[config.mk]
export PLATFORM = sky130hd
export DESIGN_NAME = atilt_sqrt_cell
export DESIGN_NICKNAME = d
export VERILOG_FILES = /design/src/rtl/core/atilt_pkg.sv /design/src/rtl/core/atilt_sqrt_cell.sv
export SDC_FILE = /design/constraint.sdc
export NUM_CORES = 1
export LEC_CHECK = 0
export CORE_MARGIN = 2
export CORE_UTILIZATION = 40
export DETAILED_ROUTE_END_ITERATION = 8
export DONT_BUFFER_PORTS = 1
export GPL_TIMING_DRIVEN = 0
export SYNTH_ARGS = -nofsm -noshare
export SYNTH_HDL_FRONTEND = slang
export SYNTH_SLANG_ARGS = --single-unit
[constraint.sdc]
create_clock -name clk -period 2.1 [get_ports clk]
set_clock_uncertainty 0.05 [all_clocks]
set_input_delay 0.105 -clock clk [delete_from_list [all_inputs] [get_ports clk]]
set_output_delay 0.105 -clock clk [all_outputs]
set_load 0.03 [all_outputs]
[src/rtl/core/atilt_pkg.sv]
package atilt_pkg;

    localparam int SAMPLE_W   = 16;
    localparam int SUM_W      = 32;
    localparam int ROOT_W     = 32;
    localparam int REM_W      = 33;
    localparam int CD_W       = 36;
    localparam int ANG_W      = 28;
    localparam int FRAC_W     = 16;
    localparam int RES_W      = 10;
    localparam int OUT_W      = 11;
    localparam int TABLE_LEN  = 24;

    localparam logic [RES_W-1:0]        FULL_SCALE = 10'd900;
    localparam logic signed [ANG_W-1:0] Z_MAX      = 28'sd58982400;
    localparam logic signed [ANG_W-1:0] Z_HALF     = 28'sd32768;

    localparam logic [1:0] AXIS_X    = 2'd0;
    localparam logic [1:0] AXIS_Y    = 2'd1;
    localparam logic [1:0] AXIS_Z    = 2'd2;

    typedef struct packed {
        logic                forced;
        logic                neg;
        logic [SAMPLE_W-1:0] mag;
    } side_t;

    typedef struct packed {
        logic [SUM_W-1:0]  rad;
        logic [REM_W-1:0]  rem;
        logic [ROOT_W-1:0] root;
    } sq_t;

    typedef struct packed {
        logic signed [CD_W-1:0]  x;
        logic signed [CD_W-1:0]  y;
        logic signed [ANG_W-1:0] z;
    } cd_t;

    // atan(2^-i) in tenths of a degree, 16 fraction bits
    function automatic logic signed [ANG_W-1:0] atan_step(input int i);
        logic signed [ANG_W-1:0] t;
        case (i)
            0:       t = 28'sd29491200;
            1:       t = 28'sd17409672;
            2:       t = 28'sd9198793;
            3:       t = 28'sd4669451;
            4:       t = 28'sd2343786;
            5:       t = 28'sd1173036;
            6:       t = 28'sd586661;
            7:       t = 28'sd293348;
            8:       t = 28'sd146676;
            9:       t = 28'sd73339;
            10:      t = 28'sd36669;
            11:      t = 28'sd18335;
            12:      t = 28'sd9167;
            13:      t = 28'sd4584;
            14:      t = 28'sd2292;
            15:      t = 28'sd1146;
            16:      t = 28'sd573;
            17:      t = 28'sd286;
            18:      t = 28'sd143;
            19:      t = 28'sd72;
            20:      t = 28'sd36;
            21:      t = 28'sd18;
            22:      t = 28'sd9;
            23:      t = 28'sd4;
            default: t = 28'sd0;
        endcase
        return t;
    endfunction

endpackage

[src/rtl/core/atilt_sqrt_cell.sv]
module atilt_sqrt_cell (
    input  logic             clk,
    input  logic             rst_n,
    input  logic             en,
    input  logic             valid_in,
    input  atilt_pkg::side_t side_in,
    input  atilt_pkg::sq_t   sq_in,
    output logic             valid_out,
    output atilt_pkg::side_t side_out,
    output atilt_pkg::sq_t   sq_out
);

    logic [atilt_pkg::REM_W+1:0] rem_sh;
    logic [atilt_pkg::REM_W+1:0] trial;
    atilt_pkg::sq_t              sq_next;

    logic             valid_reg;
    atilt_pkg::side_t side_reg;
    atilt_pkg::sq_t   sq_reg;

    // bring down the next two radicand bits, try root bit one
    assign rem_sh = {sq_in.rem, sq_in.rad[atilt_pkg::SUM_W-1 -: 2]};
    assign trial  = {1'b0, sq_in.root, 2'b01};

    always_comb
    begin
        sq_next.rad = {sq_in.rad[atilt_pkg::SUM_W-3:0], 2'b00};
        if (rem_sh >= trial)
        begin
            sq_next.rem  = atilt_pkg::REM_W'(rem_sh - trial);
            sq_next.root = {sq_in.root[atilt_pkg::ROOT_W-2:0], 1'b1};
        end
        else
        begin
            sq_next.rem  = atilt_pkg::REM_W'(rem_sh);
            sq_next.root = {sq_in.root[atilt_pkg::ROOT_W-2:0], 1'b0};
        end
    end

    always_ff @(posedge clk or negedge rst_n)
    begin
        if (!rst_n)
            valid_reg <= 1'b0;
        else if (en)
            valid_reg <= valid_in;
    end

    always_ff @(posedge clk)
    begin
        if (en)
        begin
            side_reg <= side_in;
            sq_reg   <= sq_next;
        end
    end

    assign valid_out = valid_reg;
    assign side_out  = side_reg;
    assign sq_out    = sq_reg;

endmodule

* Yosys cells after proc, flatten, opt, wreduce, memory -nomap -nowiden
Index checks and enable logic that the tools add are counted.
** Storage, ports and cells
- Memory bits (read-only) :: 0
- Logic and storage cells :: 10
- Latch bits :: 0
- Memories kept :: 0
- Bits in writable memories :: 0
- Output and inout port bits :: 116
- Register bits after elaboration :: 114
- Input bits :: 119
** Operators by class
- Magnitude comparators :: 1
- Div/mod/pow operators :: 0
- Bitwise gates (word level) :: 0
- Multipliers :: 0
- Reductions and logical operators :: 0
- Mux-type cells :: 1
- Equality and inequality tests :: 0
- Shifts and indexed selects :: 0
- Add/sub/neg operators :: 1
** Operators by type and width (number)
- 65-bit 2-to-1 mux :: 1
- 35-bit by 34-bit >= comparator with 1-bit output :: 1
- 33-bit subtractor :: 1

* Logic depth before layout (Yosys ltp)
- Word-level depth :: 2
- Gate-level depth with buffers :: 14
- Depth with buffers taken out :: 11

* Worst setup path after synthesis
No wires, ideal clock.
- Path kind :: input to register
- Start :: in sq_in[5] (netlist bit)
- End :: reg sq_reg, in the netlist sq_out[64], data pin
- Path slack :: -0.448 ns
- Stages on the path :: 11
- Arrival :: 2.237 ns
- Library setup time :: 0.261 ns
- Required time :: 1.789 ns
- Buffers on the path :: 0
- Path through :: inv_1 ha_1 a211oi_2 o21bai_1 a21o_1 a221o_1 a221o_1 a21o_1 a21oi_2 xor2_1 a21oi_1
** RTL lines
- from (decl) :: line atilt_sqrt_cell.sv:7 : input atilt_pkg::sq_t sq_in,
- to (signal assigned) :: line atilt_sqrt_cell.sv:53 : sq_reg <= sq_next;
- to (decl) :: line atilt_sqrt_cell.sv:19 : atilt_pkg::sq_t sq_reg;

==> out/summary.txt <==
status -> finished with violations
failing checks -> negative hold slack, negative setup slack
Max-cap violations -> 0
setup ws final -> -0.0955 ns
final net count -> 792
Final Cycle Share -> 105%
Min Hold Slack -> -0.240 ns
Cell Area, Synth -> 5720 um^2
Core Region -> 13900 um^2
M3 GR Usage -> 7.20%
Sw Ratio -> 29.2%
critical path startpoint category -> input pin
leak pwr -> 0.00330 uW
worst path cell trace -> inv_8 > ha_4 > and4_4 > and3_4 > nand2_4 > a221o_1 > a21oi_2 > a21oi_2 > o21ai_2 > buf_6 > buf_12 > mux2_4
WP data required -> 2.21 ns
unrepaired setup endpoints after global routing -> true
WP data arrival -> 2.31 ns
HP Start -> en
Top FF cell, synth -> edfxtp_1
routed wire length -> 16200 um
final setup fails -> 15
Worst path max stage delay -> 0.36 ns
worst-path fanout max -> 5
syn_area_per_cell -> 12.0 um^2
NetSw -> 2230 uW
pin count of the biggest net entering global routing -> 115
top area cells in the synthesized netlist -> edfxtp_1 59%, ha_1 7.4%, a21oi_1 4.9%
number of flops mapped to enable cells by yosys -> 113
Final Hold Fails -> 113
DRC Markers -> 0
busiest layer in global routing -> met2
clk sink count -> 114
Placer Congestion -> 0.814
die area -> 15300 um^2
TritonCTS clock tree -> built
Max rail drop VDD -> 531 uV
TritonRoute pass-1 iters -> 4
Worst-path clk slew -> 0.06 ns
Yosys top cell area share -> 59.4%
Power Total -> 7610 uW
chip width -> 124 um
initial core utilization -> 41.0%
met2 Use GR -> 34.5%
GR Layer Usage met1 -> 23.7%
share of layout cells above drive strength 1 -> 23.0%
first-pass GRT wire length -> 22900 um
Seq/Total Area, Yosys -> 59.8%
TritonCTS Buffers -> 17
post-layout util -> 60.8%
worst skew pair latency -> 0.41 ns
most common cell in the synthesized netlist -> edfxtp_1
Worst Hold Class -> input pin to flip-flop
Tmin final -> 2.20 ns
Flop pwr share -> 44.3%
Clock power frac -> 39.3%
Syn Inst Count -> 476
Setup CP Type -> input pin to flip-flop
Die Y -> 124 um
Hold-fix buffers, CTS -> 116
Max Slew Vio Count -> 0
f_max -> 455 MHz
DR iter-0 viols -> 240
DRT antenna net count -> 0
Clock Tree Root -> clkbuf_16
Avg WL per Cell -> 19.5 um
worst path buffer plus inverter count -> 3
area leader, netlist -> edfxtp_1
vias per std cell -> 5.30
ant diodes -> 0
Critical Path End Type -> flip-flop
PortBufs -> 0
GRT Total Usage -> 20.3%
initial antenna violation count -> 0
Synth-to-Final Area Change -> 48.2%
Cell Rows -> 43
Critical path origin -> sq_in[6]
Synth async-reset ratio -> 0.877%
global route overflow -> 0
Synth Warn # -> 0
top cells by count, synth -> 113 x edfxtp_1, 56 x a21oi_1, 42 x nor2_1
Worst path slowest cell -> a221o_1
via count -> 4407
crit-path most repeated cell -> a21oi_2
I/O pin cnt -> 235
hpwl dp -> 10500 um
Yosys cell types -> 49
clk buf depth -> 2
H-tree depth -> 4
Critical R2R Launch -> valid_out
Synth Register Bits -> 114
kind of cell adding the most delay to the critical path -> compound AO/OA/AOI/OAI gates
Int Pwr -> 5380 uW
vias in the first global route -> 4412
PwrDens -> 898 nW/um^2
Gate power share -> 16.4%
-- layout by cell type (no fill, tap or decap), types with 3 or more instances in the layout --
cell type      Yosys  layout
dlygate4sd3_1      0     116
edfxtp_1         113     113
nor2_1            42      37
a21oi_1           56      36
inv_1             39      32
nand2_1           28      27
buf_4              4      27
a21oi_2            2      21
ha_1              34      21
xnor2_1           19      19
clkbuf_16          0      19
o21ai_0           20      17
a21o_1             9       9
xor2_1             9       9
ha_4               0       9
buf_6              1       8
o21a_1             8       8
nand3_1            8       8
mux2_4             0       7
o21bai_1           6       6
nand4_1            6       6
a31oi_1            5       4
nand2b_1           4       4
nor2_2             0       4
ha_2               0       4
clkinv_4           0       4
clkinvlp_4         0       4
nor3_1             5       3
a221o_1            3       3
a211oi_1           3       3
buf_8              0       3
bufinv_16          0       3
-- metrics by stage --
step | setup slack [ns] | area [um^2] | instances | TNS, ns
global route | -0.150 | 8470 | 832 | -2.75
detailed placement | -0.867 | 6140 | 657 | -24.99
CTS | -0.0573 | 8240 | 824 | -0.399
global placement | -0.861 | 6140 | 657 | -24.86
floorplan | -0.269 | 5910 | 477 | -6.73
finish | -0.0955 | 8470 | 832 | -0.747
-- layout make-up --
| class | instances | area [um^2] |
|---|---|---|
| inverters | 39 | 186 |
| plain buffers | 16 | 173 |
| fillers | 1096 | 5460 |
| clock buffers | 18 | 439 |
| clock inverters | 14 | 180 |
| repair buffers | 145 | 1420 |
| flip-flops and latches | 114 | 3420 |
| multi-input cells | 306 | 2430 |
| well taps | 180 | 225 |
-- state kept, by name (all words and copies together) (netlist names) --
register and cells:
side_out 18, sq_out 95, valid_out 1
-- kinds of logic (layout without fill, tap and decap cells) --
family / Yosys count / after routing / synth area share [%]
AO/OA/AOI/OAI: 131 / 131 / 14.5
multiplexers: 8 / 8 / 1.58
adder cells (fa/ha/maj): 34 / 34 / 7.44
XOR/XNOR: 28 / 28 / 4.29
flip-flops: 114 / 114 / 59.8
buffers and inverters: 57 / 232 / 4.31
AND/OR/NAND/NOR: 103 / 103 / 8.03
other: 1 / 2 / 0.0656
-- worst reg2reg max path, stage by stage (launching register included) --
cell and delay (ns):
dfrtp_1 0.50, mux2_2 0.32, dlygate4sd3_1 0.58
-- power by group through the flow --
stage / Clock, uW / Combinational [uW] / Sequential, uW
floorplan: 0 / 684 / 3370
global placement: 0 / 831 / 3420
detailed placement: 0 / 844 / 3420
CTS: 3040 / 1150 / 3380
global route: 3140 / 1360 / 3400
finish: 2990 / 1250 / 3370
-- routing by layer --
| metal | vias up | routed length (um) |
|---|---|---|
| li1 | 2083 | - |
| met1 | 2114 | 6510 |
| met2 | 191 | 8050 |
| met3 | 19 | 1360 |
| met4 | 0 | 285 |
| met5 | - | 0 |
-- final timing paths --
check,end,slack (ns),cells after the start
max,sq_out[38],-0.1,12
max in group asynchronous,valid_out,1.46,2
min,sq_out[82],-0.24,0
min in group asynchronous,valid_out,0.42,2
max reg2reg,valid_out,0.53,2
min reg2reg,valid_out,1.31,2
-- timing repair --
| action | in CTS | in global routing |
|---|---|---|
| cloned | 1 | 2 |
| pin swaps | 16 | 23 |
| setup buffers | 19 | 8 |
| resized for setup | 38 | 45 |
| setup endpoints to repair | 34 | 33 |
| hold endpoints to repair | 227 | 113 |
(Power assumes the default switching activity.)
