File: src/rtl/core/atilt_pkg.sv
package atilt_pkg;

    localparam int SAMPLE_W   = 16;
    localparam int SUM_W      = 32;
    localparam int ROOT_W     = 32;
    localparam int REM_W      = 33;
    localparam int CD_W       = 36;
    localparam int ANG_W      = 28;
    localparam int FRAC_W     = 16;
    localparam int RES_W      = 10;
    localparam int OUT_W      = 11;
    localparam int TABLE_LEN  = 24;

    localparam logic [RES_W-1:0]        FULL_SCALE = 10'd900;
    localparam logic signed [ANG_W-1:0] Z_MAX      = 28'sd58982400;
    localparam logic signed [ANG_W-1:0] Z_HALF     = 28'sd32768;

    localparam logic [1:0] AXIS_X    = 2'd0;
    localparam logic [1:0] AXIS_Y    = 2'd1;
    localparam logic [1:0] AXIS_Z    = 2'd2;

    typedef struct packed {
        logic                forced;
        logic                neg;
        logic [SAMPLE_W-1:0] mag;
    } side_t;

    typedef struct packed {
        logic [SUM_W-1:0]  rad;
        logic [REM_W-1:0]  rem;
        logic [ROOT_W-1:0] root;
    } sq_t;

    typedef struct packed {
        logic signed [CD_W-1:0]  x;
        logic signed [CD_W-1:0]  y;
        logic signed [ANG_W-1:0] z;
    } cd_t;

    // atan(2^-i) in tenths of a degree, 16 fraction bits
    function automatic logic signed [ANG_W-1:0] atan_step(input int i);
        logic signed [ANG_W-1:0] t;
        case (i)
            0:       t = 28'sd29491200;
            1:       t = 28'sd17409672;
            2:       t = 28'sd9198793;
            3:       t = 28'sd4669451;
            4:       t = 28'sd2343786;
            5:       t = 28'sd1173036;
            6:       t = 28'sd586661;
            7:       t = 28'sd293348;
            8:       t = 28'sd146676;
            9:       t = 28'sd73339;
            10:      t = 28'sd36669;
            11:      t = 28'sd18335;
            12:      t = 28'sd9167;
            13:      t = 28'sd4584;
            14:      t = 28'sd2292;
            15:      t = 28'sd1146;
            16:      t = 28'sd573;
            17:      t = 28'sd286;
            18:      t = 28'sd143;
            19:      t = 28'sd72;
            20:      t = 28'sd36;
            21:      t = 28'sd18;
            22:      t = 28'sd9;
            23:      t = 28'sd4;
            default: t = 28'sd0;
        endcase
        return t;
    endfunction

endpackage

File: src/rtl/core/atilt_cordic_cell.sv
module atilt_cordic_cell #(
    parameter int SHIFT = 0
) (
    input  logic             clk,
    input  logic             rst_n,
    input  logic             en,
    input  logic             valid_in,
    input  atilt_pkg::side_t side_in,
    input  atilt_pkg::cd_t   cd_in,
    output logic             valid_out,
    output atilt_pkg::side_t side_out,
    output atilt_pkg::cd_t   cd_out
);

    logic signed [atilt_pkg::CD_W-1:0]  dx;
    logic signed [atilt_pkg::CD_W-1:0]  dy;
    logic signed [atilt_pkg::ANG_W-1:0] step;
    atilt_pkg::cd_t                     cd_next;

    logic             valid_reg;
    atilt_pkg::side_t side_reg;
    atilt_pkg::cd_t   cd_reg;

    assign dx   = cd_in.y >>> SHIFT;
    assign dy   = cd_in.x >>> SHIFT;
    assign step = atilt_pkg::atan_step(SHIFT);

    // rotate toward y = 0, both updates from the old vector
    always_comb
    begin
        if (!cd_in.y[atilt_pkg::CD_W-1])
        begin
            cd_next.x = cd_in.x + dx;
            cd_next.y = cd_in.y - dy;
            cd_next.z = cd_in.z + step;
        end
        else
        begin
            cd_next.x = cd_in.x - dx;
            cd_next.y = cd_in.y + dy;
            cd_next.z = cd_in.z - step;
        end
    end

    always_ff @(posedge clk or negedge rst_n)
    begin
        if (!rst_n)
            valid_reg <= 1'b0;
        else if (en)
            valid_reg <= valid_in;
    end

    always_ff @(posedge clk)
    begin
        if (en)
        begin
            side_reg <= side_in;
            cd_reg   <= cd_next;
        end
    end

    assign valid_out = valid_reg;
    assign side_out  = side_reg;
    assign cd_out    = cd_reg;

endmodule

File: config.mk
export PLATFORM = sky130hd
export DESIGN_NAME = atilt_cordic_cell
export DESIGN_NICKNAME = d
export VERILOG_FILES = /design/src/rtl/core/atilt_pkg.sv /design/src/rtl/core/atilt_cordic_cell.sv
export SDC_FILE = /design/constraint.sdc
export NUM_CORES = 1
export LEC_CHECK = 0
export BUFFER_PORTS_ARGS = -buffer_cell sky130_fd_sc_hd__buf_2
export CAP_MARGIN = 20
export CORE_UTILIZATION = 35
export DETAILED_ROUTE_END_ITERATION = 8
export PLACE_DENSITY_LB_ADDON = 0.3
export SLEW_MARGIN = 25
export SYNTH_ARGS = -nofsm -noshare
export SYNTH_HDL_FRONTEND = slang
export SYNTH_SLANG_ARGS = --single-unit
File: constraint.sdc
create_clock -name clk -period 0.94 [get_ports clk]
set_input_delay 0.188 -clock clk [delete_from_list [all_inputs] [get_ports clk]]
set_output_delay 0.188 -clock clk [all_outputs]
set_load 0.05 [all_outputs]
* Word-level counts from Yosys, hierarchy flattened
Index checks and enable logic that the tools add are counted.
** Cells by class
- Add/subtract/negate cells :: 5
- Multiplexer cells :: 1
** Operators by type and width (number)
- $mux 100 :: 1
- $sub 36x36->36 :: 2
- $add 36x36->36 :: 1
- $add 28x26->28 const B :: 1
- $sub 28x26->28 const B :: 1
** Storage, ports and cells
- Output and inout bits :: 119
- Bits in registers :: 119
- Word-level logic and storage cells :: 13
- Bits of input ports :: 122

* Depth between registers and ports, before layout
- Depth after elaboration :: 2
- Mapped depth :: 13
- Gate-level depth less buffers :: 12

* Worst setup path before layout
OpenSTA, ideal clock, no wires.
- Path type :: input -> register
- Start point :: input cd_in[40] in the netlist's numbering
- End point :: register cd_reg (netlist bit cd_out[60]) (data pin)
- Required time :: 0.682 ns
- Buffers on the path :: 1
- Path slack :: -1.942 ns
- Arrival time :: 2.623 ns
- Cell stages on the path :: 12
- Setup time :: 0.258 ns
- Cell sequence :: inv_1 -> ha_1 -> buf_6 -> or4_4 -> nand2b_4 -> o2111ai_1 -> a31oi_1 -> o211a_1 -> and2_4 -> o41a_1 -> o21a_1 -> xnor2_1
** RTL lines
- start, declared :: RTL line atilt_cordic_cell.sv:9 : input atilt_pkg::cd_t cd_in,
- end signal, assigned :: RTL line atilt_cordic_cell.sv:58 : cd_reg <= cd_next;
- end, declared :: RTL line atilt_cordic_cell.sv:22 : atilt_pkg::cd_t cd_reg;

==> run summary <==
For the final routed database, the setup TNS stands at -116.89 ns. The remaining max-slew budget at the tightest pin was 53.2%. The number of hold violations in the final report is 0. The signal on the critical path passes through buf_8 > inv_4 > ha_4 > or4_4 > o211ai_1 > a31oi_4 > a2111oi_4 > o22ai_4 > buf_6 > o31ai_4 > mux2i_1 > xnor2_1. The largest individual stage delay along the critical path comes from the cell or4_4. The region available for standard cell placement spans 28000 um^2.

The count of port buffers added during placement came out at 240. In this run, distinct cell masters in the synthesized netlist total 76. The final worst-path setup slack was -1.70 ns; the number of DRC markers after the initial detailed-route iteration was 690. The logs give 53 for the pin count of the biggest net entering global routing and 35.9% for the initial core utilization.

Critical setup path kind: in -> reg. For this run, the leading register cell type out of synthesis is edfxtp_1. The H-tree was split into 4 levels. The tools report the number of filler cells placed in the layout as 2272. The flow ran to the end, but the final reports show violations.

The final reports fail on setup timing. The total power density per cell area works out to 1510 nW/um^2. Counting I/O delays and the setup requirement, the final critical path takes 2.64 ns. In this run, CTS created clock tree buffers numbering 17.

The worst setup timing slack at the placement stage is -2.12 ns. The highest attainable clock frequency came out at 0.379 GHz. The final layout contains routed wiring with a total length of 37.9 mm.

The net count reported at finish is 1980, and the maximum cell stage delay along the critical path is 0.57 ns. After detailed routing, the average wire length per cell comes to 17.8 um. Counting flops with a built-in enable in the synthesized netlist gives 117. The antenna cell count is 0. The first TritonRoute pass finished after 5 iterations.

Summed over its instances, the top area cell type makes up 34.9% of the synthesized netlist area. Clock-pin slew was measured on the worst setup and hold paths at 0.06 ns. Counting flops with an async set or reset pin after synthesis yields a share of 0.847%. The max-slew violation count came out at 0.

Kind of launch point of the worst setup path: an input pin. The tools report the critical path launch point as cd_in[38]. Relative to the synthesized area, the layout overhead comes to 76.6%.

The run gives 0 as the number of antenna violations at the first check in global routing. Dividing the final minimum period by the clock period gives 281%. From bottom edge to top edge, the die measures 172 um.

Of all nets on the critical path, the largest fanout is 4. For flop-to-flop paths, the worst setup slack is 0.16 ns. Summing over every cut layer, the via total after detailed routing is 10.8k.

The remaining design rule violation count was 0. The logs give 241 for the number of I/O pins and 10100 um^2 for the cell area after technology mapping. STA puts the critical path data arrival time at 2.81 ns. Detailed placement ended at an HPWL of 28.3 mm. Routability-driven placement finished with a final weighted congestion of 0.959. Setup repair after global routing could not meet its margin everywhere.

In this run the clock root is driven by a clkbuf_16. The die footprint is 29400 um^2. The worst setup path is captured at a register. In this run the worst hold path is classified as in -> async. The tools report the leakage component of the power as 8.05 nW. The number of global-route vias before repair is 11.0k. Together, buffers and inverters on the worst path number 3.

In this run the remaining antenna-violating nets after routing total 0. The sequential cell area fraction in the yosys report is 35.2%, and the maximum clock path buffer count is 2. The tool flagged a number of max-cap violations equal to 0. The count of cells along the worst register-to-register path is 1, and the measured slew at the worst slew-check pin is 0.701 ns. From left edge to right edge, the die measures 172 um.

Data on the critical path is required at its endpoint by 1.12 ns. The number of warning messages in the yosys log came out at 0. The net count after synthesis was 1331. TritonCTS built the clock tree. In this run the mean area of a mapped cell was 9.26 um^2. The clock arrives with 0 ns of skew. The initialized floorplan defines 61 standard-cell rows. The clock network latency to the later pin of the worst-skew pair was 0.43 ns; the post-synthesis register bit count was 118.

The tools report the endpoint of the worst register-to-register path as valid_out. Counting every instance in the synthesized netlist gives 1087. Yosys attributes the largest share of cell area to edfxtp_1, ha_1, a21oi_1. Cells with a size suffix above 1 make up 49.2% of the layout. The reg-to-reg startpoint is valid_out. The tree built by TritonCTS fans out to 118 sinks. The first global-routing pass estimated 57.2 mm of wire. The ratio of routed vias to standard cells works out to 5.06. The tools report the overall track demand over capacity in global routing as 25.3%.

Summed over all layers, the global routing overflow is 0. The synthesized design spends more area on one cell type than any other, namely edfxtp_1. In this design, the largest share of critical-path delay is due to compound AO/OA/AOI/OAI gates.

For the worst voltage drop across the vdd grid, the log shows 1.27 mV. The run gives 197 as the number of setup violations in the final report.
==> timing repair <==
action | CTS | global route
pin swaps | 84 | 67
hold buffers | 37 | 0
gates cloned | 0 | 0
endpoints found under the setup margin | 197 | 197
hold endpoints to repair | 37 | 0
buffers inserted | 27 | 21
resized for setup | 362 | 88
==> kinds of logic after synthesis <==
kind of cell / synth area share (%)
AO/OA/AOI/OAI: 23.3
XOR/XNOR: 6.62
adder cells (fa/ha/maj): 15.5
buffers and inverters: 6.06
flip-flops: 35.2
multiplexers: 2.23
AND/OR/NAND/NOR: 11.1
==> where the power goes <==
group | internal, W | total, W | switching (W)
Clock | 0.00397 | 0.00676 | 0.00279
Combinational | 0.00568 | 0.0129 | 0.00722
Sequential | 0.00680 | 0.00721 | 0.000404
Total | 0.0164 | 0.0269 | 0.0104
==> flip-flops by register name, summed over array words and instances (netlist names) <==
signal / flops
cd_out: 99
side_out: 18
valid_out: 1
==> layout make-up <==
class | instances | area [um^2] | share of cell area [%]
multi-input combinational | 812 | 7080 | 39.9
timing repair buffer | 678 | 5630 | 31.7
sequential | 118 | 3540 | 19.9
tap | 378 | 473 | 2.66
inverter | 109 | 453 | 2.55
clock buffer | 17 | 425 | 2.39
clock inverter | 15 | 170 | 0.958
==> cells in the final DEF, fill, tap and decap left out, types with 16 or more instances in the layout <==
cell type,count
nand2_1,52
a21oi_1,91
buf_6,158
edfxtp_1,117
o21ai_1,16
buf_2,107
nor3_1,28
ha_1,97
dlygate4sd3_1,37
nor2_1,69
a21o_1,20
buf_4,365
inv_1,95
a21oi_2,29
o21ai_0,36
ha_4,18
xnor2_1,52
clkbuf_16,17
o21bai_1,21
==> per-layer routing <==
layer	up-vias	global-route usage (%)	part of all wire, %
met5	-	0	0
met4	0	8.46	2.7
met3	72	4.53	6.2
met2	407	44.0	48
met1	5047	31.2	43
li1	5233	-	-
==> worst max-delay path by stage <==
stage                     depth (start not counted)  slack (ns)         end
after detailed placement                         10       -2.12  cd_out[99]
after floorplan                                  11       -1.73  cd_out[60]
after global placement                           10       -2.11  cd_out[99]
final                                            12       -1.70  cd_out[55]
after global routing                             12       -1.73  cd_out[55]
after CTS                                        12       -1.61  cd_out[55]
==> stage by stage <==
step | hold slack [ns] | total power, W | instances | area [um^2] | utilization, %
2_1_floorplan | -0.108 | 0.0136 | 1087 | 10600 | -
3_3_place_gp | -0.0359 | 0.0176 | 2022 | 14800 | 52.8
3_5_place_dp | -0.0364 | 0.0177 | 2022 | 14800 | 52.8
4_1_cts | 0.0446 | 0.0263 | 2111 | 17300 | 61.6
5_1_grt | 0.0430 | 0.0280 | 2127 | 17800 | 63.4
6_report | 0.0513 | 0.0269 | 2127 | 17800 | 63.4
==> cell usage after synthesis, types with 5 or more instances <==
| cell type | instances |
|---|---|
| nor3_1 | 32 |
| a221oi_1 | 6 |
| a21oi_1 | 126 |
| xor2_1 | 15 |
| xnor2_1 | 61 |
| nor2_1 | 82 |
| a21o_1 | 20 |
| o21bai_1 | 24 |
| a211oi_1 | 12 |
| buf_1 | 9 |
| inv_1 | 107 |
| nand2b_1 | 11 |
| nor4_1 | 5 |
| ha_1 | 118 |
| nand4_1 | 10 |
| o21a_1 | 13 |
| o211ai_1 | 11 |
| o31ai_1 | 7 |
| clkbuf_1 | 30 |
| mux2i_1 | 19 |
| a211o_1 | 5 |
| o21ai_0 | 61 |
| nand3_1 | 6 |
| a31oi_1 | 6 |
| o31a_1 | 5 |
| nand2_1 | 55 |
| buf_2 | 7 |
| edfxtp_1 | 117 |
| o2111ai_1 | 5 |
| nor2b_1 | 14 |
No activity file was read; power rests on OpenSTA's default activity.
