--- config.mk ---
export PLATFORM = sky130hd
export DESIGN_NAME = atilt_front
export DESIGN_NICKNAME = d
export VERILOG_FILES = /design/src/rtl/core/atilt_pkg.sv /design/src/rtl/core/atilt_front.sv
export SDC_FILE = /design/constraint.sdc
export NUM_CORES = 1
export LEC_CHECK = 0
export ABC_CLOCK_PERIOD_IN_PS = 3650
export BUFFER_PORTS_ARGS = -buffer_cell sky130_fd_sc_hd__buf_2
export CAP_MARGIN = 20
export CORE_ASPECT_RATIO = 1.75
export CORE_MARGIN = 2
export CORE_UTILIZATION = 69
export DETAILED_ROUTE_END_ITERATION = 16
export PLACE_DENSITY_LB_ADDON = 0.25
export REMOVE_ABC_BUFFERS = 1
export SETUP_SLACK_MARGIN = 0.2
export SLEW_MARGIN = 20
export SYNTH_ARGS = -nofsm -noshare
export SYNTH_HDL_FRONTEND = slang
export SYNTH_SLANG_ARGS = --single-unit
--- constraint.sdc ---
create_clock -name clk -period 3.65 [get_ports clk]
set_input_delay 0.5475 -clock clk [delete_from_list [all_inputs] [get_ports clk]]
set_output_delay 0.5475 -clock clk [all_outputs]
set_load 0.03 [all_outputs]
--- src/rtl/core/atilt_pkg.sv ---
package atilt_pkg;

    localparam int SAMPLE_W   = 16;
    localparam int SUM_W      = 32;
    localparam int ROOT_W     = 32;
    localparam int REM_W      = 33;
    localparam int CD_W       = 36;
    localparam int ANG_W      = 28;
    localparam int FRAC_W     = 16;
    localparam int RES_W      = 10;
    localparam int OUT_W      = 11;
    localparam int TABLE_LEN  = 24;

    localparam logic [RES_W-1:0]        FULL_SCALE = 10'd900;
    localparam logic signed [ANG_W-1:0] Z_MAX      = 28'sd58982400;
    localparam logic signed [ANG_W-1:0] Z_HALF     = 28'sd32768;

    localparam logic [1:0] AXIS_X    = 2'd0;
    localparam logic [1:0] AXIS_Y    = 2'd1;
    localparam logic [1:0] AXIS_Z    = 2'd2;

    typedef struct packed {
        logic                forced;
        logic                neg;
        logic [SAMPLE_W-1:0] mag;
    } side_t;

    typedef struct packed {
        logic [SUM_W-1:0]  rad;
        logic [REM_W-1:0]  rem;
        logic [ROOT_W-1:0] root;
    } sq_t;

    typedef struct packed {
        logic signed [CD_W-1:0]  x;
        logic signed [CD_W-1:0]  y;
        logic signed [ANG_W-1:0] z;
    } cd_t;

    // atan(2^-i) in tenths of a degree, 16 fraction bits
    function automatic logic signed [ANG_W-1:0] atan_step(input int i);
        logic signed [ANG_W-1:0] t;
        case (i)
            0:       t = 28'sd29491200;
            1:       t = 28'sd17409672;
            2:       t = 28'sd9198793;
            3:       t = 28'sd4669451;
            4:       t = 28'sd2343786;
            5:       t = 28'sd1173036;
            6:       t = 28'sd586661;
            7:       t = 28'sd293348;
            8:       t = 28'sd146676;
            9:       t = 28'sd73339;
            10:      t = 28'sd36669;
            11:      t = 28'sd18335;
            12:      t = 28'sd9167;
            13:      t = 28'sd4584;
            14:      t = 28'sd2292;
            15:      t = 28'sd1146;
            16:      t = 28'sd573;
            17:      t = 28'sd286;
            18:      t = 28'sd143;
            19:      t = 28'sd72;
            20:      t = 28'sd36;
            21:      t = 28'sd18;
            22:      t = 28'sd9;
            23:      t = 28'sd4;
            default: t = 28'sd0;
        endcase
        return t;
    endfunction

endpackage

--- src/rtl/core/atilt_front.sv ---
module atilt_front (
    input  logic                                  clk,
    input  logic                                  rst_n,
    input  logic                                  en,
    input  logic                                  take,
    input  logic [1:0]                            kind,
    input  logic signed [atilt_pkg::SAMPLE_W-1:0] accel_x,
    input  logic signed [atilt_pkg::SAMPLE_W-1:0] accel_y,
    input  logic signed [atilt_pkg::SAMPLE_W-1:0] accel_z,
    output logic                                  valid_out,
    output atilt_pkg::side_t                      side_out,
    output atilt_pkg::sq_t                        sq_out
);

    logic signed [atilt_pkg::SAMPLE_W-1:0] a;
    logic signed [atilt_pkg::SAMPLE_W-1:0] b;
    logic signed [atilt_pkg::SAMPLE_W-1:0] c;
    logic                                  none;
    logic signed [2*atilt_pkg::SAMPLE_W-1:0] prod_b;
    logic signed [2*atilt_pkg::SAMPLE_W-1:0] prod_c;
    atilt_pkg::side_t                      side_a;

    logic                         valid_a_reg;
    atilt_pkg::side_t             side_a_reg;
    logic [atilt_pkg::SUM_W-1:0]  sqb_reg;
    logic [atilt_pkg::SUM_W-1:0]  sqc_reg;
    logic                         valid_b_reg;
    atilt_pkg::side_t             side_b_reg;
    logic [atilt_pkg::SUM_W-1:0]  sum_reg;
    logic [atilt_pkg::SUM_W-1:0]  sum_next;

    always_comb
    begin
        none = 1'b0;
        case (kind)
            atilt_pkg::AXIS_X:
            begin
                a = accel_x; b = accel_y; c = accel_z;
            end
            atilt_pkg::AXIS_Y:
            begin
                a = accel_y; b = accel_x; c = accel_z;
            end
            atilt_pkg::AXIS_Z:
            begin
                a = accel_z; b = accel_x; c = accel_y;
            end
            default:
            begin
                a = '0; b = '0; c = '0; none = 1'b1;
            end
        endcase
    end

    assign prod_b = b * b;
    assign prod_c = c * c;

    // a zero denominator or no axis bypasses the arctangent
    always_comb
    begin
        side_a.forced = none || (b == '0 && c == '0);
        side_a.neg    = a[atilt_pkg::SAMPLE_W-1];
        side_a.mag    = a[atilt_pkg::SAMPLE_W-1] ? $unsigned(-a) : $unsigned(a);
    end

    assign sum_next = sqb_reg + sqc_reg;

    always_ff @(posedge clk or negedge rst_n)
    begin
        if (!rst_n)
        begin
            valid_a_reg <= 1'b0;
            valid_b_reg <= 1'b0;
        end
        else if (en)
        begin
            valid_a_reg <= take;
            valid_b_reg <= valid_a_reg;
        end
    end

    always_ff @(posedge clk)
    begin
        if (en)
        begin
            side_a_reg <= side_a;
            sqb_reg    <= $unsigned(prod_b);
            sqc_reg    <= $unsigned(prod_c);
            side_b_reg <= side_a_reg;
            sum_reg    <= sum_next;
        end
    end

    assign valid_out   = valid_b_reg;
    assign side_out    = side_b_reg;
    assign sq_out.rad  = sum_reg;
    assign sq_out.rem  = '0;
    assign sq_out.root = '0;

endmodule

==> summary by stage, run 1 <==
Synth
After technology mapping, the gate count stands at 2560. By count the netlist is led by inv_1 (635), fa_1 (465), ha_1 (210), nor2_1 (200), nand2_1 (186). Yosys instantiated no cell more often than inv_1. The post-synthesis register bit count is around 130. The primary flip-flop cell chosen by synthesis mapping is edfxtp_1. After synthesis the cells add up to 24900 um^2. The synthesized design spends more area on one cell type than any other, namely fa_1. The top cell type's share of synthesized area is between 30 and 40%. Ranked by total cell area, the synthesized netlist is headed by fa_1 (37%), edfxtp_1 (16%), ha_1 (11%). The average footprint of a synthesized cell is 9.73 um^2. The count of cell types in the netlist is 82.

In this run, synthesis inferred 130 flip-flops with an integrated enable. For this run, asynchronously set or reset flops after synthesis account for around 1.5%. The part of the Yosys area used for sequential elements is between 10% and 20%. The synthesis warning total is 0.

Die
The floorplan has 92 rows. The vertical die dimension is approximately 260 um. The floorplan die width is ~150 um. The initial cell density of the core is 69.6%. The number of primary I/O pins is between 150 and 200.

Placement
At the placement stage, the worst setup path has a slack of -3.94 ns. The total cell area at the placement stage is a little under 30000 um^2. During placement, the flow inserted port buffers numbering between 100 and 150. The detailed placer's ending HPWL is slightly below 70000 um. The routability congestion estimate from global placement is between 1 and 1.5.

GRT
The first global-routing pass estimated between 150000 and 200000 um of wire. For this run the aggregate overflow at the end of global routing stands at 18. Entering global routing, the biggest net connects between 80 and 90 pins. The via count of the first global-routing pass was about 29000. The total routing resource utilization after global routing is 63.2%.

CTS
The clock sink total is 132. Counting along the longest clock path gives a buffer depth of 2. TritonCTS created 17 clock buffers. The maximum level of the CTS H-tree is 4. The cell chosen for the clock root is clkbuf_16.

Run status
The flow stopped in global routing (5_1_grt). The first error in the log reads "[ERROR GRT-0116] Global routing finished with congestion. Check the congestion regions in the DRC Viewer". The run stopped with a tool error.
-- metrics by stage --
step                utilization (%)  cells
floorplan                         -   2500
global placement               83.0   3618
detailed placement             83.0   3618
CTS                            88.9   3714
-- timing repair --
item,CTS
resized for setup,243
hold endpoints to repair,2
buffers inserted,62
pin swaps,116
setup endpoints to repair,56
hold buffers,1
gates cloned,1
-- per-layer routing --
layer / global-route usage (%) / overflow
met5: 3.82 / 0
met4: 66.2 / 7
met3: 37.1 / 0
met2: 89.5 / 11
met1: 60.4 / 0
-- cell families after synthesis --
group,synth area share [%]
xor gates and xnor gates,3.87
adders and majority gates,47.9
buffers and inverters,12.7
and+or+nand+nor,10.1
AOI/OAI and AO/OA,9.29
DFF,15.9
muxes,0.216
other,0.0151
==> inputs of run 2 (changes only) <==
CORE_ASPECT_RATIO = unset   (was 1.75)
CORE_UTILIZATION = 40   (was 69)
PLACE_DENSITY_LB_ADDON = 0.15   (was 0.25)
SETUP_SLACK_MARGIN = unset   (was 0.2)
==> run 2 against run 1 <==
Effect of this change: the flow now finishes, with violations (negative setup slack); synthesized cell count did not move; area after synthesis did not move.
==> summary by stage, run 2 <==
Route
The post-detailed-route DRC marker count is 0. The routed via count is around 20000. The number of nets with antenna violations after routing is 0. The overall routed net length is 80100 um. In the routed layout, each cell is associated on average with a via count of around 5.0. After the first detailed-routing iteration, the DRC count stood at ~1300. The average wire per cell in the routed design is around 19 um. For this run, the detailed router's first-pass iteration total came to 7.

Timing
Setup slack on the critical path of the routed design comes to -3.09 ns. The total setup violations reported at the end of the flow is 54. The number of max-slew violations in the final report came to 0. The slew at the pin closest to its max-slew limit is roughly 0.72 ns. The final hold violation count is 0.

After layout, the minimum clock period comes to 6.74 ns. The headroom to the max-slew limit is just over 50%. The setup TNS after final layout is -128.01 ns. The timing-limited maximum frequency is 148 MHz. Of the available clock period, the critical path in the final layout requires 185%. Setup repair after global routing could not meet its margin everywhere. The worst setup skew after layout is 0.0144 ns.

Cells and area
The register with the most flip-flops in the layout has 32 of them. After the flow finishes, the layout carries non-filler instances totaling a little over 4000. Compared with the post-synthesis result, the final layout area differs by 36.5%.

In the layout the commonest cells are inv_1 (562), buf_4 (542), fa_1 (439), nor2_1 (157), ha_1 (154). The most common cell after layout, fill and taps aside is inv_1. The net count of the finished layout is ~4000. Cells with a size suffix above 1 make up between 30% and 40% of the layout.

Die
The floorplan step defined a die boundary enclosing between 60000 and 70000 um^2. The number of primary I/O pins is 170 (unchanged). The floorplan die width is 254 um (+72%). The initial cell density of the core was 40.4% (-29 points). The floorplan step defined a core boundary enclosing around 60000 um^2. The vertical die dimension is 254 um (-0.71%).

The count of standard-cell rows is 91 (-1.1%).

Critical path
The worst setup path is captured at a flop. The largest individual stage delay along the critical path comes from the cell fa_1. The critical path is of the in2reg type.

The cell type with the highest occurrence count on the critical path is fa_1. In this run the worst path has a maximum fanout of 6. The type of element launching the critical path is a primary input. At the worst endpoint, the arrival time is approximately 7 ns. The biggest cell delay along the critical path is between 0.5 and 0.6 ns.

The data required time of the worst path is 3.82 ns.

Synth
The count of cell types in the netlist is 82 (unchanged). The number of standard cells after synthesis came to 2560 (unchanged). The compound-gate portion of the synthesized area is 9.29% (unchanged).

The share of cell area taken by muxes after synthesis is 0.216% (unchanged). The proportion of synthesized flip-flops having asynchronous set or reset is 1.52% (unchanged). Sorting the synthesized cells by area gives the leading types as fa_1 (37%), edfxtp_1 (16%), ha_1 (11%). The synthesis warning total is 0 (unchanged). Sorting the synthesized cells by how often they occur yields inv_1 (635), fa_1 (465), ha_1 (210), nor2_1 (200), nand2_1 (186). The post-synthesis register bit count was 132 (unchanged). The top cell type's share of synthesized area is 37.4% (unchanged).

The total standard cell area after synthesis is 24900 um^2 (unchanged). The fraction of the mapped netlist area in adder cells came to 47.9% (unchanged). The xor/xnor share of the synthesized area is 3.87% (unchanged). By instance count, the leading cell after synthesis is inv_1.

After synthesis, the largest family of logic cells by area is adder cells. The synthesized-area fraction occupied by and/or/nand/nor cells was 10.1% (unchanged). The library cell occupying the most area in the post-synthesis netlist is fa_1.

The part of the Yosys area used for sequential elements is 15.9% (unchanged). The number of synthesized flops with an enable pin was 130 (unchanged). The average footprint of a synthesized cell is 9.73 um^2 (unchanged). The primary flip-flop cell chosen by synthesis mapping is edfxtp_1.

GRT
The total overflow reported by the global router is 0. The via count of the first global-routing pass is 21709. Entering global routing, the biggest net connects just over 80 pins. The first global-routing pass estimated between 100000 and 150000 um of wire.

The number of antenna violations at the first check in global routing is 10. The total routing resource utilization after global routing is about a quarter.

Run status
The flow ran to the end, but the final reports show violations. The final reports fail on negative setup slack.

Placement
The number of buffer cells added on primary ports is 104 (unchanged). The number of cells after detailed placement is 3988 (+10%). The detailed placer's ending HPWL is 67900 um (-1.8%). The routability congestion estimate from global placement is 0.986 (-5.4%).

CTS
The clock buffer count from CTS was 17 (unchanged). The clock-pin slew on the worst setup and hold paths is approximately 0.07 ns. The cell chosen for the clock root is clkbuf_16. The clock sink total came to 132 (unchanged). The clock latency on the worst-skew pair is roughly 0.44 ns. The worst-case clock buffer depth is 2 (unchanged). The CTS tree is built. The maximum level of the CTS H-tree is 4 (unchanged).

Hold path
The path category of the worst min-delay check is in2reg.

Power
The leakage power total is around 17 nW. The power density over the cells is just under 1000 nW/um^2. The worst-case vdd ir drop is roughly 1.0 mV.

Job
The tool flagged a number of max-cap violations equal to 0.
-- run 2: cell counts after synthesis --
No cell type changed its count.
-- run 2: layout make-up --
class	count	area [um^2]
Tap cell	837	1050
Clock buffer	17	425
Inverter	642	2450
Antenna cell	2	5.00
Sequential cell	132	3950
Fill cell	5483	27600
Timing Repair Buffer	744	5880
Clock inverter	15	185
Multi-Input combinational cell	1726	20000
-- run 2: per-layer routing --
metal	up-vias	track usage [%]	routed length [um]
met2	647	41.1	37700
li1	9327	-	-
met1	10363	36.3	35000
met4	6	6.91	2110
met5	-	0	41
met3	102	3.87	5290
-- run 2: timing repair --
action	CTS	global route
setup endpoints to repair	56	55
pin swaps	177	72
hold endpoints to repair	2	0
hold buffers	1	0
setup buffers	76	33
gates resized for setup	374	206
gates cloned	3	0
-- run 2: per-stage QoR --
step	setup WS (ns)	cell area, um^2	utilization [%]	hold WS [ns]	power, mW
CTS	-3.04	33000	53.6	0.321	31.1
global route	-3.32	34000	55.2	0.331	35.5
detailed placement	-3.93	30200	49.0	0.334	26.2
floorplan	-4.74	24400	-	0.252	17.0
finish	-3.09	34000	55.2	0.337	32.8
global placement	-3.87	30200	49.0	0.331	25.8
-- run 2: final timing paths --
kind                       slack (ns)          start  depth (start not counted)           to
min                              0.34           take                          2  valid_a_reg
max                             -3.09        kind[0]                         28  sqc_reg[30]
min reg2reg                      0.42  side_a_reg[3]                          0  side_out[3]
min in group asynchronous        0.41          rst_n                          2    valid_out
max reg2reg                      0.31     sqb_reg[3]                         10  sum_reg[30]
max in group asynchronous        3.14          rst_n                          2  valid_a_reg
-- run 2: report_power, final --
part | switching (mW) | leakage (nW) | internal (mW)
clock network | 0.835 | 0.293 | 0.985
registers | 0.241 | 1.29 | 3.07
logic | 14.6 | 15.4 | 13.1
-- run 2: kinds of logic (layout without fill, tap and decap cells) --
family | count (synthesis) | in the layout
buffers and inverters | 766 | 1418
adders and majority gates | 675 | 675
and+or+nand+nor | 559 | 559
AOI/OAI and AO/OA | 312 | 312
DFF | 132 | 132
xor gates and xnor gates | 110 | 110
muxes | 5 | 5
other | 1 | 67
-- run 2: worst max-delay path: cells and delay by family --
family / cells / cell delay [ns]
AO/OA/AOI/OAI: 4 / 0.84
adder cells (fa/ha/maj): 8 / 3.53
buffers and inverters: 10 / 1.01
AND/OR/NAND/NOR: 6 / 0.98
No activity file was read; power rests on OpenSTA's default activity.
==> inputs of run 3 (changes only) <==
ABC_AREA = 1   (was unset)
CORE_UTILIZATION = 35   (was 40)
CTS_BUF_LIST = sky130_fd_sc_hd__clkbuf_4 sky130_fd_sc_hd__clkbuf_8   (was unset)
==> run 3 against run 2 <==
Effect of this change: the run still ends with negative setup slack left; global-route usage decreased by 4.8 points; maximum frequency increased by 15%; register-to-register slack better by 1.1 ns; clock skew rose by 0.0046 ns; design area grew 10%; count of clock-buffer cells in the layout up 1; cell count rose by 19%; synthesized cell count up 25%; sequential power shrank 2%; power is 0.38% higher; core utilization decreased by 5.7 points; first-iteration DRC count shrank 25%; largest cell class unchanged.
==> summary by stage, run 3 <==
Synth
The cell with the most instances after synthesis is inv_1. The share of cell area taken by muxes after synthesis is 0% (-0.22 points). The xor/xnor share of the synthesized area is 2.75% (-1.1 points). The total standard cell area after synthesis is 26700 um^2 (+7.2%). Counting instances in the post-synthesis netlist gives the leading cell types as inv_1 (784), nand2_1 (636), fa_1 (465), nor2_1 (283), ha_1 (210).

The compound-gate portion of the synthesized area is 5.09% (-4.2 points). The synthesized-area fraction occupied by and/or/nand/nor cells is 18.5% (+8.4 points). The number of standard cells after synthesis came to 3202 (+25%). The fraction of the mapped netlist area in adder cells came to 44.7% (-3.2 points). The synthesis warning total was 0 (unchanged). The largest total area in the synthesized netlist belongs to fa_1. The post-synthesis register bit count was 132 (unchanged). By area the synthesized netlist is led by fa_1 (35%), edfxtp_1 (15%), inv_1 (11%). The count of cell types in the netlist is 48 (-41%). The primary flip-flop cell chosen by synthesis mapping is edfxtp_1.

By area, the combinational part of the netlist is dominated by adder cells. The top cell type's share of synthesized area is 34.8% (-2.5 points). The average footprint of a synthesized cell is 8.34 um^2 (-14%). The proportion of synthesized flip-flops having asynchronous set or reset came to 1.52% (unchanged). The number of synthesized flops with an enable pin was 130 (unchanged). The part of the Yosys area used for sequential elements is 14.8% (-1.1 points).

Route
The detail-routed via count per cell came to 4.53 (-8.7%). The routed via count is 22221 (+8.7%). The count of routing violations after the opening detailed-route iteration is 1005 (-25%). The overall routed net length was 82400 um (+2.8%). The number of nets with antenna violations after routing was 0 (unchanged). The post-detailed-route DRC marker count is 0 (unchanged).

The number of iterations in the first detailed-routing pass is 5 (-2). The average wire per cell in the routed design is 16.8 um (-14%).

Power
The sequential share of power is 9.8% (-0.3 points). The switching power is 16.8 mW (+6.7%). The power density over the cells is 881 nW/um^2 (-8.8%). The leakage power total is 18.7 nW (+10%). The total design power is 33.0 mW (+0.38%).

The internal cell power was 16.2 mW (-5.4%). The power share of the combinational group is 84.8% (+0.4 points). The share of total power in the clock network is 5.3% (-0.2 points). The worst-case vdd ir drop is 0.781 mV (-24%). The net switching share of the total power came to 50.9% (+3.0 points).

Cells and area
The total inserted antenna cells is 0 (-2). In the layout the commonest cells are inv_1 (671), buf_4 (504), nand2_1 (500), fa_1 (414), nor2_1 (162). The post-route cell area is 37400 um^2 (+10%). The number of flip-flops under the largest register name is 32 (unchanged). The number of standard cells in the layout, taps in and fillers out is 4901 (+19%). The number of nets at the end of the flow was 4639 (+16%). The area growth from synthesis to layout is 40.1%.

The count of filler cells inserted in the layout is 7190 (+31%). The fraction of layout cells with a size suffix above 1 is 37.8% (+1.1 points). The most common cell after layout, fill and taps aside is inv_1.

CTS
The maximum level of the CTS H-tree is 4 (unchanged). The clock-pin slew on the worst setup and hold paths came to 0.09 ns (+0.02 ns). The clock buffer count from CTS is 17 (unchanged). TritonCTS built the clock tree. The clock latency on the worst-skew pair is 0.55 ns (+0.11 ns). The worst-case clock buffer depth was 2 (unchanged). The cell sitting at the root of the clock tree is a clkbuf_8. The clock sink total is 132 (unchanged).

Die
The initial cell density of the core was 35.3% (-5.1 points). The number of primary I/O pins was 170 (unchanged). The floorplan die width is 280 um (+11%). The count of standard-cell rows is 101 (+11%). The total die area is 78500 um^2 (+22%). The floorplan core area is 75700 um^2 (+23%). The vertical die dimension is 280 um (+11%).

Job
The count of maximum capacitance violations was 0 (unchanged).

Timing
The final worst setup slack came to -2.20 ns (+0.887 ns). The number of max-slew violations in the final report is 0 (unchanged). The period utilization is 160% (-24 points).

The worst setup skew after layout is 0.0190 ns (+0.00462 ns). The total setup violations reported at the end of the flow was 52 (-3.7%). The headroom to the max-slew limit is 42.8% (-9.2 points). The clock period minus final worst setup slack is 5.85 ns (-0.887 ns). The timing-limited maximum frequency was 171 MHz (+15%). The final hold violation count was 0 (unchanged).

The slew at the pin closest to its max-slew limit was 0.858 ns (+0.138 ns). Setup repair after global routing could not meet its margin everywhere. The final hold slack is 0.213 ns (-0.124 ns).

Run status
The flow ran to the end, but the final reports show violations. The final reports fail on negative setup slack.

GRT
The largest net degree at the start of global routing is 85 (+4.9%). The number of antenna violations at the first check in global routing is 0 (-10). The global-route wire length before repair is 126000 um (+2.1%). The via count of the first global-routing pass is 22557 (+3.9%). The total overflow reported by the global router came to 0 (unchanged). The total routing resource utilization after global routing was 20.9% (-4.8 points).

Critical path
The cell type with the highest occurrence count on the critical path is fa_1. The data required time of the worst path is 3.96 ns (+0.14 ns). The depth of the worst register-to-register path came to 9 (-1). The largest fanout of any net on the critical path was 7 (+1). The kind of critical path is in2reg. The biggest cell delay along the critical path was 0.55 ns (about the same). The register-to-register setup slack is 1.38 ns (+1.07 ns). STA classifies the critical path endpoint as a flop. The worst endpoint data arrival time came to 6.17 ns (-0.74 ns).

In this run the critical register-to-register path is captured at sum_reg[30]. STA classifies the critical path startpoint as a primary input. The worst register-to-register path begins at sqb_reg[15]. For this design, the slowest cell found on the critical path is fa_2.

Placement
The number of buffer cells added on primary ports is 104 (unchanged). The number of cells after detailed placement is 4743 (+19%). The total cell area at the placement stage is 31900 um^2 (+5.6%). The routability congestion estimate from global placement is 0.887 (-10%). The detailed placer's ending HPWL was 69900 um (+2.9%).

Hold path
In this run the most critical hold path is launched from take. The path category of the worst min-delay check is in2reg. The number of cells on the worst hold path is 3 (+1). The path with the worst hold slack has its endpoint at valid_a_reg.
## run 3: per-stage QoR
stage                     worst slack, ns  setup TNS [ns]  utilization (%)
after floorplan                     -3.63         -148.42                -
after global placement              -3.19         -151.60             42.1
after detailed placement            -3.19         -152.29             42.1
after CTS                           -2.15         -100.09             45.5
after global routing                -2.37         -108.77             49.4
final                               -2.20         -100.62             49.4
## run 3: final cells by class
class,instances,area [um^2],share of cell area (%)
inverters,801,3090,8.26
flip-flops and latches,132,3950,10.6
repair inverters,1,8.76,0.0234
multi-input cells,2225,22600,60.3
repair buffers,732,6050,16.2
clock inverters,14,295,0.789
well taps,978,1220,3.27
clock buffers,18,241,0.645
## run 3: how the worst max path moves through the flow
| stage | from | end | slack, ns | cells after the start |
|---|---|---|---|---|
| floorplan | kind[0] | sqc_reg[25] | -3.63 | 25 |
| global route | kind[0] | sqc_reg[26] | -2.37 | 30 |
| finish | kind[0] | sqc_reg[30] | -2.20 | 29 |
| CTS | kind[1] | sqb_reg[17] | -2.15 | 29 |
| detailed placement | kind[0] | sqb_reg[26] | -3.19 | 28 |
| global placement | kind[0] | sqb_reg[20] | -3.19 | 28 |
## run 3: layer usage
layer / up-vias / GRT usage, % / share of wire [%]
met1: 10775 / 30.2 / 49
met4: 0 / 4.04 / 1.9
li1: 10939 / - / -
met2: 434 / 33.8 / 46
met5: - / 0 / 0
met3: 73 / 2.43 / 3.4
## run 3: power groups by stage
stage / registers, mW / clock network (mW) / logic [mW]
floorplan: 3.41 / 0 / 11.9
global placement: 3.29 / 0 / 20.2
detailed placement: 3.29 / 0 / 20.2
CTS: 3.26 / 1.81 / 23.5
global route: 3.26 / 1.86 / 30.8
finish: 3.23 / 1.76 / 28.0
## run 3: critical path, delay by kind of cell
| kind | cells | cell delay (ns) |
|---|---|---|
| fa+ha+maj | 8 | 3.63 |
| simple gates | 11 | 1.04 |
| buf+inv | 9 | 0.86 |
| compound gates | 1 | 0.08 |
## run 3: repair_timing
action                                  CTS  global route
hold buffers                              1             0
gates resized for setup                 342           678
gates cloned                              3             2
setup buffers                            48            76
endpoints found under the hold margin     2             0
endpoints found under the setup margin   54            54
pin swaps                                96           268
## run 3: cell families after synthesis
logic type / after synthesis
xor+xnor: 84
simple gates: 1171
compound gates: 230
buf+inv: 909
other cells: 1
fa+ha+maj: 675
flops: 132
